## src/sv/postfix_expression_evaluator_core_assert.svh

```systemverilog
// ----------------------------------------------------------------------------
// postfix_expression_evaluator_core_assert.svh
// Assertion macros used by the evaluator core RTL.
// ----------------------------------------------------------------------------
`ifndef POSTFIX_EXPRESSION_EVALUATOR_CORE_ASSERT_SVH
`define POSTFIX_EXPRESSION_EVALUATOR_CORE_ASSERT_SVH

// same-cycle implication
`define PEE_ASSERT_IMPLY(label, clk, rst_n, ante, cons, msg) \
    label: assert property (@(posedge clk) disable iff (!(rst_n)) (ante) |-> (cons)) \
        else $error(msg);

// next-cycle implication
`define PEE_ASSERT_NEXT(label, clk, rst_n, ante, cons, msg) \
    label: assert property (@(posedge clk) disable iff (!(rst_n)) (ante) |=> (cons)) \
        else $error(msg);

`endif

```

## src/sv/pee_pkg.sv

```systemverilog
// ----------------------------------------------------------------------------
// pee_pkg
// Shared constants and types of the postfix expression evaluator.
// ----------------------------------------------------------------------------
`default_nettype none

package pee_pkg;

    localparam int STACK_DEPTH = 128;
    localparam int CNT_W       = $clog2(STACK_DEPTH + 1);
    localparam int ADDR_W      = $clog2(STACK_DEPTH);

    // character codes
    localparam logic [7:0] CH_ZERO = 8'h30;
    localparam logic [7:0] CH_ADD  = 8'h2B;
    localparam logic [7:0] CH_SUB  = 8'h2D;
    localparam logic [7:0] CH_MUL  = 8'h2A;
    localparam logic [7:0] CH_DIV  = 8'h2F;

    typedef logic [1:0] t_op;
    localparam t_op OP_ADD = 2'd0;
    localparam t_op OP_SUB = 2'd1;
    localparam t_op OP_MUL = 2'd2;
    localparam t_op OP_DIV = 2'd3;

    typedef logic [1:0] t_status;
    localparam t_status ST_OK        = 2'd0;
    localparam t_status ST_UNDERFLOW = 2'd1;
    localparam t_status ST_OVERFLOW  = 2'd2;
    localparam t_status ST_DIVZERO   = 2'd3;

    typedef struct packed {
        logic start;
        t_op  op;
    } t_alu_req;

    typedef struct packed {
        logic done;
        logic div_zero;
    } t_alu_rsp;

    typedef struct packed {
        logic push;
        logic pop;
        logic clear;
    } t_stk_cmd;

    typedef struct packed {
        logic empty;
        logic full;
    } t_stk_stat;

endpackage

`default_nettype wire

```

## src/sv/postfix_expression_evaluator_core.sv

```systemverilog
// ----------------------------------------------------------------------------
// postfix_expression_evaluator_core
// Postfix expression evaluator on an 8-bit two's-complement stack.
// ----------------------------------------------------------------------------
// Usage:
//   Input stream (s side): one expression character per item in tdata,
//   tlast set on the final character. + - * / are operators; any other
//   byte pushes (byte - 48) wrapped to 8 bits.
//   Output stream (m side): one item per expression, value and status,
//   status 0 ok, 1 underflow, 2 overflow (push dropped), 3 divide by zero.
//   The first error of an expression sticks until its result enters the result register.
// Timing:
//   One item is in flight at a time; o_s_tready is high only when idle.
//   Operand: accept, then push. Add/sub: pop right, read, pop left, read,
//   start the ALU, wait for it, push. Mul/div run the eight
//   shift-and-add or restore steps of the shared ALU. A last character
//   adds a final pop, a memory read and a result load; the result shows on o_m_tvalid the cycle after the load.
//   Stack memory is single ported with a registered read: each pop takes
//   a pop state and then a read state.
// Reset: synchronous, active low; empties the stack, clears status and the
//   output valid. Stack contents and output data need no clearing.
// Stall: the result register holds until taken; a new expression may
//   be accepted meanwhile and waits only when its own result is ready.
// ----------------------------------------------------------------------------
`default_nettype none

`include "postfix_expression_evaluator_core_assert.svh"

module postfix_expression_evaluator_core (
    input  wire logic        i_clk,
    input  wire logic        i_rst_n,
    // input items
    input  wire logic        i_s_tvalid,
    output logic             o_s_tready,
    input  wire logic [7:0]  i_s_tdata,   // [7:0] symbol
    input  wire logic        i_s_tlast,   // last
    // result items
    output logic             o_m_tvalid,
    input  wire logic        i_m_tready,
    output logic [15:0]      o_m_tdata    // [7:0] value, [9:8] status, [15:10] zero
);

    // sequencer states
    localparam logic [3:0] S_IDLE = 4'd0;
    localparam logic [3:0] S_POPR = 4'd1;  // pop right operand
    localparam logic [3:0] S_GETR = 4'd2;
    localparam logic [3:0] S_POPL = 4'd3;  // pop left operand
    localparam logic [3:0] S_GETL = 4'd4;
    localparam logic [3:0] S_EXEC = 4'd5;  // start ALU
    localparam logic [3:0] S_WAIT = 4'd6;
    localparam logic [3:0] S_PUSH = 4'd7;
    localparam logic [3:0] S_FINP = 4'd8;  // final pop
    localparam logic [3:0] S_FING = 4'd9;
    localparam logic [3:0] S_OUT  = 4'd10; // load result register

    logic [3:0]           r_state;
    logic [3:0]           n_state;
    pee_pkg::t_status     r_err;
    pee_pkg::t_status     n_err;
    logic                 r_last;
    pee_pkg::t_op         r_op;
    logic [7:0]           r_val;
    logic [7:0]           r_lhs;
    logic [7:0]           r_rhs;
    logic                 r_m_valid;
    logic [7:0]           r_m_value;
    pee_pkg::t_status     r_m_status;

    logic                 w_accept;
    logic                 w_is_op;
    pee_pkg::t_op         w_op;
    logic                 w_out_free;

    pee_pkg::t_stk_cmd    w_stk_cmd;
    pee_pkg::t_stk_stat   w_stk_stat;
    logic [7:0]           w_pop_data;
    pee_pkg::t_alu_req    w_alu_req;
    pee_pkg::t_alu_rsp    w_alu_rsp;
    logic signed [7:0]    w_alu_res;

    assign o_s_tready = (r_state == S_IDLE);
    assign w_accept   = i_s_tvalid && o_s_tready;
    assign w_out_free = !r_m_valid || i_m_tready;

    // operator decode
    always_comb begin
        w_is_op = 1'b1;
        case (i_s_tdata)
            pee_pkg::CH_ADD: w_op = pee_pkg::OP_ADD;
            pee_pkg::CH_SUB: w_op = pee_pkg::OP_SUB;
            pee_pkg::CH_MUL: w_op = pee_pkg::OP_MUL;
            pee_pkg::CH_DIV: w_op = pee_pkg::OP_DIV;
            default: begin
                w_op    = pee_pkg::OP_ADD;
                w_is_op = 1'b0;
            end
        endcase
    end

    // sequencer
    always_comb begin
        n_state         = r_state;
        n_err           = r_err;
        w_stk_cmd       = '0;
        w_alu_req.start = 1'b0;
        w_alu_req.op    = r_op;
        case (r_state)
            S_IDLE: begin
                if (w_accept) begin
                    n_state = w_is_op ? S_POPR : S_PUSH;
                end
            end
            S_POPR, S_POPL, S_FINP: begin
                w_stk_cmd.pop = 1'b1;
                if (w_stk_stat.empty && r_err == pee_pkg::ST_OK) begin
                    n_err = pee_pkg::ST_UNDERFLOW;
                end
                n_state = r_state + 4'd1;
            end
            S_GETR: n_state = S_POPL;
            S_GETL: n_state = S_EXEC;
            S_EXEC: begin
                w_alu_req.start = 1'b1;
                n_state         = S_WAIT;
            end
            S_WAIT: begin
                if (w_alu_rsp.done) begin
                    if (w_alu_rsp.div_zero && r_err == pee_pkg::ST_OK) begin
                        n_err = pee_pkg::ST_DIVZERO;
                    end
                    n_state = S_PUSH;
                end
            end
            S_PUSH: begin
                w_stk_cmd.push = 1'b1;
                if (w_stk_stat.full && r_err == pee_pkg::ST_OK) begin
                    n_err = pee_pkg::ST_OVERFLOW;
                end
                n_state = r_last ? S_FINP : S_IDLE;
            end
            S_FING: n_state = S_OUT;
            S_OUT: begin
                if (w_out_free) begin
                    w_stk_cmd.clear = 1'b1;
                    n_err           = pee_pkg::ST_OK;
                    n_state         = S_IDLE;
                end
            end
            default: n_state = S_IDLE;
        endcase
    end

    always_ff @(posedge i_clk) begin
        if (!i_rst_n) begin
            r_state   <= S_IDLE;
            r_err     <= pee_pkg::ST_OK;
            r_m_valid <= 1'b0;
        end else begin
            r_state <= n_state;
            r_err   <= n_err;
            if (r_state == S_OUT && w_out_free) begin
                r_m_valid <= 1'b1;
            end else if (i_m_tready) begin
                r_m_valid <= 1'b0;
            end
        end
    end

    // payload
    always_ff @(posedge i_clk) begin
        if (w_accept) begin
            r_last <= i_s_tlast;
            r_op   <= w_op;
            r_val  <= i_s_tdata - pee_pkg::CH_ZERO;
        end
        if (r_state == S_GETR) begin
            r_rhs <= w_pop_data;
        end
        if (r_state == S_GETL) begin
            r_lhs <= w_pop_data;
        end
        if (r_state == S_WAIT && w_alu_rsp.done) begin
            r_val <= w_alu_res;
        end
        if (r_state == S_FING) begin
            r_val <= w_pop_data;
        end
        if (r_state == S_OUT && w_out_free) begin
            r_m_value  <= r_val;
            r_m_status <= r_err;
        end
    end

    pee_stack u_stack (
        .i_clk       (i_clk),
        .i_rst_n     (i_rst_n),
        .i_cmd       (w_stk_cmd),
        .i_push_data (r_val),
        .o_pop_data  (w_pop_data),
        .o_stat      (w_stk_stat)
    );

    pee_alu u_alu (
        .i_clk    (i_clk),
        .i_rst_n  (i_rst_n),
        .i_req    (w_alu_req),
        .i_lhs    (r_lhs),
        .i_rhs    (r_rhs),
        .o_result (w_alu_res),
        .o_rsp    (w_alu_rsp)
    );

    assign o_m_tvalid = r_m_valid;
    assign o_m_tdata  = {6'b000000, r_m_status, r_m_value};

    `PEE_ASSERT_NEXT(a_busy_after_accept, i_clk, i_rst_n, w_accept, !o_s_tready, "ready after accept")
    `PEE_ASSERT_NEXT(a_clear_after_result, i_clk, i_rst_n, (r_state == S_OUT) && (n_state == S_IDLE), (r_err == pee_pkg::ST_OK) && w_stk_stat.empty && o_m_tvalid, "state not cleared after result")
    `PEE_ASSERT_IMPLY(a_alu_done_in_wait, i_clk, i_rst_n, w_alu_rsp.done, r_state == S_WAIT, "ALU done outside wait state")

endmodule

`default_nettype wire

```

## src/sv/pee_alu.sv

```systemverilog
// ----------------------------------------------------------------------------
// pee_alu
// Iterative 8-bit add/sub/mul/div around one shared add/subtract unit.
// ----------------------------------------------------------------------------
`default_nettype none

module pee_alu (
    input  wire logic              i_clk,
    input  wire logic              i_rst_n,
    input  wire pee_pkg::t_alu_req i_req,
    input  wire logic signed [7:0] i_lhs,
    input  wire logic signed [7:0] i_rhs,
    output logic signed [7:0]      o_result,
    output pee_pkg::t_alu_rsp      o_rsp
);

    logic          r_busy;
    logic          r_done;
    logic [2:0]    r_cnt;
    pee_pkg::t_op  r_op;
    logic          r_neg;
    logic          r_dz;
    logic [7:0]    r_a;
    logic [7:0]    r_b;
    logic [7:0]    r_acc;
    logic [7:0]    r_res;

    logic          w_sub;
    logic [8:0]    w_x;
    logic [9:0]    w_sum;
    logic [7:0]    n_acc;
    logic [7:0]    n_b;
    logic [7:0]    w_final;
    logic [7:0]    w_abs_l;
    logic [7:0]    w_abs_r;
    logic          w_short;

    assign w_abs_l = i_lhs[7] ? 8'(-i_lhs) : 8'(i_lhs);
    assign w_abs_r = i_rhs[7] ? 8'(-i_rhs) : 8'(i_rhs);
    assign w_short = (i_req.op == pee_pkg::OP_ADD) || (i_req.op == pee_pkg::OP_SUB);

    // shared adder: acc +/- a, or shifted remainder - divisor
    assign w_sub = (r_op == pee_pkg::OP_SUB) || (r_op == pee_pkg::OP_DIV);
    assign w_x   = (r_op == pee_pkg::OP_DIV) ? {r_acc, r_b[7]} : {1'b0, r_acc};
    assign w_sum = {1'b0, w_x} + (w_sub ? ~{2'b00, r_a} : {2'b00, r_a}) + 10'(w_sub);

    always_comb begin
        n_acc = r_acc;
        n_b   = r_b;
        case (r_op)
            pee_pkg::OP_ADD, pee_pkg::OP_SUB: begin
                n_acc = w_sum[7:0];
            end
            pee_pkg::OP_MUL: begin
                if (r_b[0]) begin
                    n_acc = w_sum[7:0];
                end
                n_b = {1'b0, r_b[7:1]};
            end
            default: begin
                // restoring step, no borrow keeps the difference
                if (!w_sum[9]) begin
                    n_acc = w_sum[7:0];
                end else begin
                    n_acc = w_x[7:0];
                end
                n_b = {r_b[6:0], ~w_sum[9]};
            end
        endcase
    end

    always_comb begin
        if (r_op == pee_pkg::OP_DIV) begin
            if (r_dz) begin
                w_final = 8'h00;
            end else if (r_neg) begin
                w_final = 8'(-n_b);
            end else begin
                w_final = n_b;
            end
        end else begin
            w_final = n_acc;
        end
    end

    always_ff @(posedge i_clk) begin
        if (!i_rst_n) begin
            r_busy <= 1'b0;
            r_done <= 1'b0;
            r_cnt  <= '0;
        end else begin
            r_done <= 1'b0;
            if (i_req.start && !r_busy) begin
                r_busy <= 1'b1;
                r_cnt  <= w_short ? 3'd7 : 3'd0;
            end else if (r_busy) begin
                r_cnt <= r_cnt + 3'd1;
                if (r_cnt == 3'd7) begin
                    r_busy <= 1'b0;
                    r_done <= 1'b1;
                end
            end
        end
    end

    always_ff @(posedge i_clk) begin
        if (i_req.start && !r_busy) begin
            r_op  <= i_req.op;
            r_neg <= i_lhs[7] ^ i_rhs[7];
            r_dz  <= (i_rhs == 8'sd0);
            case (i_req.op)
                pee_pkg::OP_ADD, pee_pkg::OP_SUB: begin
                    r_acc <= i_lhs;
                    r_a   <= i_rhs;
                    r_b   <= '0;
                end
                pee_pkg::OP_MUL: begin
                    r_acc <= '0;
                    r_a   <= i_lhs;
                    r_b   <= i_rhs;
                end
                default: begin
                    r_acc <= '0;
                    r_a   <= w_abs_r;
                    r_b   <= w_abs_l;
                end
            endcase
        end else if (r_busy) begin
            r_acc <= n_acc;
            r_b   <= n_b;
            if (r_op == pee_pkg::OP_MUL) begin
                r_a <= {r_a[6:0], 1'b0};
            end
            if (r_cnt == 3'd7) begin
                r_res <= w_final;
            end
        end
    end

    assign o_result      = r_res;
    assign o_rsp.done     = r_done;
    assign o_rsp.div_zero = r_done && r_dz && (r_op == pee_pkg::OP_DIV);

endmodule

`default_nettype wire

```

## src/sv/pee_stack.sv

```systemverilog
// ----------------------------------------------------------------------------
// pee_stack
// Operand stack: single-port memory, fill count, registered pop data.
// ----------------------------------------------------------------------------
`default_nettype none

module pee_stack (
    input  wire logic              i_clk,
    input  wire logic              i_rst_n,
    input  wire pee_pkg::t_stk_cmd i_cmd,
    input  wire logic [7:0]        i_push_data,
    output logic [7:0]             o_pop_data,
    output pee_pkg::t_stk_stat     o_stat
);

    logic [7:0]                 r_mem [pee_pkg::STACK_DEPTH];
    logic [7:0]                 r_rdata;
    logic                       r_rd_ok;
    logic [pee_pkg::CNT_W-1:0]  r_cnt;
    logic [pee_pkg::CNT_W-1:0]  w_cnt_dec;
    logic [pee_pkg::ADDR_W-1:0] w_wr_addr;
    logic [pee_pkg::ADDR_W-1:0] w_rd_addr;
    logic                       w_empty;
    logic                       w_full;

    assign w_empty   = (r_cnt == '0);
    assign w_full    = (r_cnt == pee_pkg::CNT_W'(pee_pkg::STACK_DEPTH));
    assign w_cnt_dec = r_cnt - 1'b1;
    assign w_wr_addr = r_cnt[pee_pkg::ADDR_W-1:0];
    assign w_rd_addr = w_cnt_dec[pee_pkg::ADDR_W-1:0];

    always_ff @(posedge i_clk) begin
        if (i_cmd.push && !w_full) begin
            r_mem[w_wr_addr] <= i_push_data;
        end
        if (i_cmd.pop) begin
            r_rdata <= r_mem[w_rd_addr];
        end
    end

    always_ff @(posedge i_clk) begin
        if (!i_rst_n) begin
            r_cnt   <= '0;
            r_rd_ok <= 1'b0;
        end else begin
            r_rd_ok <= i_cmd.pop && !w_empty;
            if (i_cmd.clear) begin
                r_cnt <= '0;
            end else if (i_cmd.push && !w_full) begin
                r_cnt <= r_cnt + 1'b1;
            end else if (i_cmd.pop && !w_empty) begin
                r_cnt <= w_cnt_dec;
            end
        end
    end

    // underflowed pop reads as zero
    assign o_pop_data   = r_rd_ok ? r_rdata : 8'h00;
    assign o_stat.empty = w_empty;
    assign o_stat.full  = w_full;

endmodule

`default_nettype wire

```

## config.mk

```make
export PLATFORM = sky130hd
export DESIGN_NAME = postfix_expression_evaluator_core
export DESIGN_NICKNAME = d
export VERILOG_FILES = /design/src/sv/pee_pkg.sv /design/src/sv/postfix_expression_evaluator_core.sv /design/src/sv/pee_alu.sv /design/src/sv/pee_stack.sv
export VERILOG_INCLUDE_DIRS = /design/src /design/src/sv
export SDC_FILE = /design/constraint.sdc
export NUM_CORES = 1
export LEC_CHECK = 0
export BUFFER_PORTS_ARGS = -buffer_cell sky130_fd_sc_hd__buf_2
export CAP_MARGIN = 40
export CORE_MARGIN = 3
export CORE_UTILIZATION = 40
export CTS_CLUSTER_DIAMETER = 50
export CTS_CLUSTER_SIZE = 10
export DETAILED_ROUTE_END_ITERATION = 6
export GPL_TIMING_DRIVEN = 0
export SYNTH_ARGS = -nofsm -noshare
export SYNTH_HDL_FRONTEND = slang
export SYNTH_HIERARCHICAL = 1
export SYNTH_SLANG_ARGS = --single-unit
```

## constraint.sdc

```tcl
create_clock -name i_clk -period 6.5 [get_ports i_clk]
set_clock_uncertainty 0.1 [all_clocks]
set_input_delay 0.65 -clock i_clk [delete_from_list [all_inputs] [get_ports i_clk]]
set_output_delay 0.65 -clock i_clk [all_outputs]
set_load 0.02 [all_outputs]
```

# Word level (Yosys, flattened, before mapping)
# Memory sizes are Yosys's and may differ from the RTL's. A register that Yosys moved wholly into a read port is not among the register bits.
# Cells that the tools add are included.
[op_classes] muxes=57 shift=0 n_eq_ne=27 multipliers=0 reduce_logical=40 n_bitwise=6 magnitude_cmp=0 addsub=10 div=0
[op_table] cell="$mux 8" count=21
[op_table] cell="$pmux 8 s2" count=4
[op_table] cell="$pmux 4 s9" count=1
[op_table] cell="$eq 8x6->1 const B" count=4
[op_table] cell="$neg 8->8" count=3
[op_table] cell="$eq 4x3->1 const B" count=4
[op_table] cell="$logic_not 8->1" count=2
[op_table] cell="$mux 4" count=4
[op_table] cell="$mux 1" count=14
[op_table] cell="$eq 4x4->1 const B" count=3
[op_table] cell="$mux 3" count=4
[op_table] cell="$logic_and 1x1->1" count=11
[op_table] cell="$add 10x1->10" count=1
[op_table] cell="$add 9x10->10" count=1
[op_table] cell="$mux 10" count=1
[op_table] cell="$mux 2" count=5
[op_table] cell="$not 8->10" count=1
[op_table] cell="$mux 9" count=1
[op_table] cell="$add 8x1->8 const B" count=1
[op_table] cell="$eq 4x2->1 const B" count=2
[op_table] cell="$eq 8x8->1 const B" count=1
[op_table] cell="$ne 2x2->1 const B" count=4
[op_table] cell="$pmux 2 s4" count=1
[op_table] cell="$reduce_bool 2->1" count=4
[op_table] cell="24 further kinds" count=42
[word_totals] word_cells=163 ramBits=1024 mem_count=1 ff_bits=94 rom_bits=0 out_inout_bits=18 latchBits=0
[mem_list] memory="u_stack.r_mem" words=128 word_bits=8 rd=1 rd_clocked_by_memory_dff=1 wr=1 line="pee_stack.sv:16" source="logic [7:0] r_mem [pee_pkg::STACK_DEPTH];"

# Longest topological paths before layout
[depth] ltp_word=11 ltp_mapped=17 depth_no_buf=11

# By module
# Netlist, hierarchy kept.
[modules_own_cells] mod="pee_stack" instances=1 cells_per_inst=1990 area_each_um2=40757.8 seq_area_each_um2=31169.9
[modules_own_cells] mod="pee_alu" instances=1 cells_per_inst=442 area_each_um2=3726.1 seq_area_each_um2=1181.1
[modules_own_cells] mod="postfix_expression_evaluator_core" instances=1 cells_per_inst=175 area_each_um2=2172.1 seq_area_each_um2=1251.2

# Worst setup path before layout
# OpenSTA, ideal clock, no wires.
[synth_path] kind="register -> register" from="reg u_stack/r_cnt[0] in the netlist's numbering" to="reg u_stack.r_rdata[4], read port of u_stack.r_mem, data pin" required_ns=6.138 arrival_ns=3.377 slack_ns=2.761 setup_time_ns=0.262 path_stages_with_launch=18 cell_sequence="dfxtp_1 > buf_2 > buf_4 > buf_4 > buf_4 > buf_2 > inv_2 > buf_4 > ha_1 > buf_2 > buf_2 > buf_2 > clkbuf_1 > mux4_2 > nand2_1 > o21ai_0 > o22ai_1 > a211oi_2"
[synth_via] elab_chain_cells=1
[synth_lines] item="start, declared" line="pee_stack.sv:19" source="logic [pee_pkg::CNT_W-1:0] r_cnt;"
[synth_lines] item="start signal, assigned" line="pee_stack.sv:50" source="r_cnt <= r_cnt + 1'b1;"
[synth_lines] item="start signal, assigned" line="pee_stack.sv:52" source="r_cnt <= w_cnt_dec;"
[synth_lines] item="$sub 8x1->8" line="pee_stack.sv:28" source="assign w_cnt_dec = r_cnt - 1'b1;"
[synth_lines] item="end, declared" line="pee_stack.sv:17" source="logic [7:0] r_rdata;"
# No other way between the ends.
# A chain may end at the register's enable or synchronous reset.

# Worst setup path in the final report
[layout_path] from="reg u_stack/r_cnt[0] in the netlist's numbering" to="reg u_stack.r_rdata[3], read port of u_stack.r_mem, data pin"
# The elaborated chain is that of the path after synthesis.

==> impl_summary.txt <==
----------------------------------------------------
[Setup path]
  Worst path slowest cell ... sky130_fd_sc_hd__xor2_1
  Category of the worst setup path capture point ... flop
  Endpoint of the worst-slack reg-to-reg timing path ... u_stack/r_rdata[3]
  Type of the worst setup path ... flop to flop
  Reg2reg setup slack ... 0.20 ns
  Source of the worst register-to-register timing path ... u_stack/r_cnt[0]
  Arrival time reported for the critical path endpoint ... 6.72 ns
  Cell-by-cell trace of the critical path ... buf_2 > buf_4 > buf_4 > buf_4 > buf_2 > inv_2 > buf_4 > ha_1 > xor2_1 > buf_4 > buf_2 > clkbuf_1 > nand2_1 > a32oi_1 > a21oi_1 > a211oi_2
  Critical Path Start ... u_stack/r_cnt[0]
  Launching element type of the critical path ... flop
  Logic depth of the worst setup path including buffers ... 16
  Buf+Inv Stages, Crit Path ... 10
  Top Family by Delay on Critical Path ... buffers and inverters
  Highest net fanout along the worst path ... 19
  Cell mode on critical path ... sky130_fd_sc_hd__buf_4
  Count of cells along the worst register-to-register path ... 16
  Peak per-stage delay on the critical path ... 0.63 ns
  Required time of the worst setup path ... 6.91 ns
  End point of the critical path ... u_stack/r_rdata[3]

[Final layout]
  Fill count ... 9480
  FF+latch area ... 33600 um^2
  Net count reported at finish ... 2892
  Multi-input gate area in the final layout ... 12110 um^2
  Most frequent cells in the layout ... sky130_fd_sc_hd__edfxtp_1, sky130_fd_sc_hd__mux4_2, sky130_fd_sc_hd__nand2_1
  Layout cell share with drive strength beyond 1 ... 22.71%
  Most common cell after layout, fill and taps aside ... sky130_fd_sc_hd__edfxtp_1
  Area delta synth->final ... 16.21%
  Antenna diode count ... 0

[Synthesis]
  Syn Area/Cell ... 17.90 um^2
  Leading register cell type out of synthesis ... sky130_fd_sc_hd__edfxtp_1
  Share of flip-flops with an asynchronous set or reset ... 0%
  Count of unique library cells instantiated by Yosys ... 97
  EDFF count, synth ... 1105
  Portion of the post-synthesis area used by sequential elements ... 72.02%
  Synth Register Bits ... 1126
  Post-Synthesis Cell Area ... 46660 um^2
  Number of instances in the synthesized netlist ... 2607
  Yosys synthesis warning count ... 6

[STA]
  Setup repair after global routing missed its margin ... no
  Transition at the pin with the smallest max-transition slack ... 1.007 ns
  Setup violators final ... 0
  Min Clock Period, post-route ... 6.305 ns
  Max-slew headroom at the worst pin ... 32.46%
  Final critical-path setup slack ... 0.1952 ns
  Period utilization ... 97.00%
  Max-slew violation count ... 0
  Highest clock frequency the design can meet ... 0.1586 GHz
  Total Neg Setup Slack ... 0 ns
  Final count of hold timing violations ... 0

[Worst hold path]
  Worst hold path class ... input pin to flop

[Power and ir drop]
  Int Power ... 0.01472 W
  Sw Ratio ... 30.59%
  Proportion of power drawn by the clock network ... 32.6%
  Share of total power in sequential cells ... 41.2%
  Pwr dens ... 391.3 nW/um^2
  Switching power ... 0.006489 W
  Share of total power in combinational logic ... 26.2%
  VDD IR-drop max ... 0.2266 mV
  Static Leak ... 17.50 nW

[Floorplan]
  Die footprint ... 120800 um^2
  Starting density of the core ... 40.58%
  Row count ... 124
  Width of the die ... 347.5 um
  Core region area ... 115000 um^2
  Die Height ... 347.5 um
  Boundary pin count ... 31

[Outcome]
  Violated checks ... DRC
  Result of the run ... finished, violations left

[CTS]
  CTS tree ... yes
  Sink count of the clock tree ... 1126
  Htree depth ... 4
  Source-to-sink clock delay at the later pin of the worst-skew pair ... 0.72 ns
  Root buf cell ... sky130_fd_sc_hd__clkbuf_16
  Number of CTS-inserted buffers ... 139
  Post-CTS Repair Setup Buffers ... 0
  Clock transition at the register clock pins on the worst setup and hold paths after CTS ... 0.05 ns
  Number of buffers on the longest clock path ... 3

[Placed design]
  Routability Congestion ... 0.9294
  DPL Wire Length ... 87720 um
  Worst Setup Slack post-DPL ... 0.4567 ns
  Number of buffers inserted by port buffering ... 24

[Drt]
  Routed wirelength normalized by instance count ... 28.35 um
  Final Routed Wirelength ... 125400 um
  Iteration-0 DRC count of the detailed router ... 3373
  Post-route ant nets ... 0
  Via Count ... 26200
  Via-to-Cell Ratio ... 5.924
  Length of the first detailed-routing pass in iterations ... 7
  Post-route DRC violation count ... 1

[Global routing]
  GRT Util Overall ... 20.75%
  First-pass GRT wire length ... 183100 um
  Vias in the first global route ... 26340
  Aggregate global routing overflow ... 0
  Largest net degree at the start of global routing ... 30
  Number of antenna violations at the first check in global routing ... 4

[Job]
  Max-cap violations ... 0

----------------------------------------------------
-- flip-flops by register name, summed over array words and instances, names as in the netlist, 2 cells and up --
register,cells
u_stack/r_mem,1024
r_m_status,2
u_alu/o_result,8
r_op,2
r_rhs,8
u_stack/r_rdata,8
u_alu/r_a,8
u_alu/r_b,8
u_alu/r_acc,8
r_err,2
r_val,8
u_alu/r_op,2
r_state,4
r_lhs,8
r_m_value,8
u_stack/r_cnt,8
u_alu/r_cnt,3
-- per-layer routing --
layer | share of wire (%) | GRT usage [%]
met1 | 40 | 28.27
met2 | 48 | 33.16
met3 | 8.2 | 4.202
met4 | 3.7 | 7.880
met5 | 0.010 | 0
-- power by group through the flow --
stage	registers [W]	clock network, W	logic, W
floorplan	0.00906	0	0.00301
global placement	0.00943	0	0.00457
detailed placement	0.00889	0	0.00546
CTS	0.00875	0.00706	0.00549
global route	0.00875	0.00737	0.00583
finish	0.00874	0.00692	0.00555
-- area by class of cell --
cell class / count / area share, %
plain buffers: 150 / 1.486
clock buffers: 165 / 6.753
clock inverters: 29 / 0.6716
inverters: 45 / 0.3115
multi-input cells: 1290 / 22.33
flip-flops and latches: 1126 / 61.98
well taps: 1512 / 3.489
repair buffers: 106 / 2.979
-- synthesized netlist by cell type, types with 11 or more instances --
master,n,share of area (%)
sky130_fd_sc_hd__nor3_1,19,0.20
sky130_fd_sc_hd__o21ai_0,50,0.54
sky130_fd_sc_hd__ha_1,20,0.54
sky130_fd_sc_hd__a21oi_1,53,0.57
sky130_fd_sc_hd__xnor2_1,15,0.28
sky130_fd_sc_hd__a32oi_1,26,0.49
sky130_fd_sc_hd__clkbuf_1,62,0.50
sky130_fd_sc_hd__buf_4,25,0.40
sky130_fd_sc_hd__a31oi_1,21,0.28
sky130_fd_sc_hd__xor2_1,16,0.30
sky130_fd_sc_hd__and2_1,17,0.23
sky130_fd_sc_hd__nor2_1,194,1.6
sky130_fd_sc_hd__mux4_2,256,12
sky130_fd_sc_hd__nor2b_1,15,0.20
sky130_fd_sc_hd__edfxtp_1,1105,71
sky130_fd_sc_hd__dfxtp_1,21,0.90
sky130_fd_sc_hd__mux2i_1,69,1.5
sky130_fd_sc_hd__nand2_1,203,1.6
sky130_fd_sc_hd__inv_1,42,0.34
sky130_fd_sc_hd__nand3_1,56,0.60
sky130_fd_sc_hd__nand4_1,11,0.15
sky130_fd_sc_hd__buf_2,47,0.50
sky130_fd_sc_hd__o22ai_1,24,0.32
-- through the flow --
stage | power (W) | hold WS, ns | instance area, um^2 | util, % | instances
floorplan | 0.01207 | 0.3244 | 46670 | - | 2612
CTS | 0.02130 | 0.1552 | 54180 | 47.13 | 4421
finish | 0.02121 | 0.2010 | 54220 | 47.16 | 4423
detailed placement | 0.01436 | 0.3646 | 50150 | 43.62 | 4226
global placement | 0.01400 | 0.3786 | 48690 | 42.35 | 4148
global route | 0.02196 | 0.1821 | 54220 | 47.16 | 4423
-- worst min-delay path by stage --
| stage | from | endpoint | slack, ns | cells past startpoint |
|---|---|---|---|---|
| finish | i_rst_n | u_alu/r_cnt[2] | 0.20 | 2 |
| global route | i_rst_n | u_alu/r_cnt[0] | 0.18 | 2 |
| CTS | i_s_tdata[1] | r_op[1] | 0.16 | 3 |
| detailed placement | r_op[1] | u_alu/r_op[1] | 0.36 | 0 |
| global placement | r_op[1] | u_alu/r_op[1] | 0.38 | 0 |
| floorplan | r_op[0] | u_alu/r_op[0] | 0.32 | 0 |
-- worst reg2reg max path, stage by stage (launching register included) --
cell and delay, ns:
sky130_fd_sc_hd__dfxtp_1 0.34, sky130_fd_sc_hd__buf_2 0.26, sky130_fd_sc_hd__buf_4 0.27, sky130_fd_sc_hd__buf_4 0.28, sky130_fd_sc_hd__buf_4 0.32, sky130_fd_sc_hd__buf_2 0.32
sky130_fd_sc_hd__inv_2 0.20, sky130_fd_sc_hd__buf_4 0.25, sky130_fd_sc_hd__ha_1 0.31, sky130_fd_sc_hd__xor2_1 0.63, sky130_fd_sc_hd__buf_4 0.41, sky130_fd_sc_hd__buf_2 0.63
sky130_fd_sc_hd__clkbuf_1 0.50, sky130_fd_sc_hd__nand2_1 0.22, sky130_fd_sc_hd__a32oi_1 0.50, sky130_fd_sc_hd__a21oi_1 0.24, sky130_fd_sc_hd__a211oi_2 0.32
-- what timing repair did --
action | CTS | global route
endpoints found under the setup margin | 0 | 1
hold buffers | 1 | 0
gates resized for setup | 0 | 0
endpoints found under the hold margin | 1 | 0
-- kinds of logic after synthesis --
group | share of synthesized area [%]
flops | 72.02
simple gates | 5.774
mux | 13.89
compound gates | 5.055
buf+inv | 2.094
xor+xnor | 0.5819
fa+ha+maj | 0.5793
other cells | 0.008038
(Power assumes the default switching activity.)
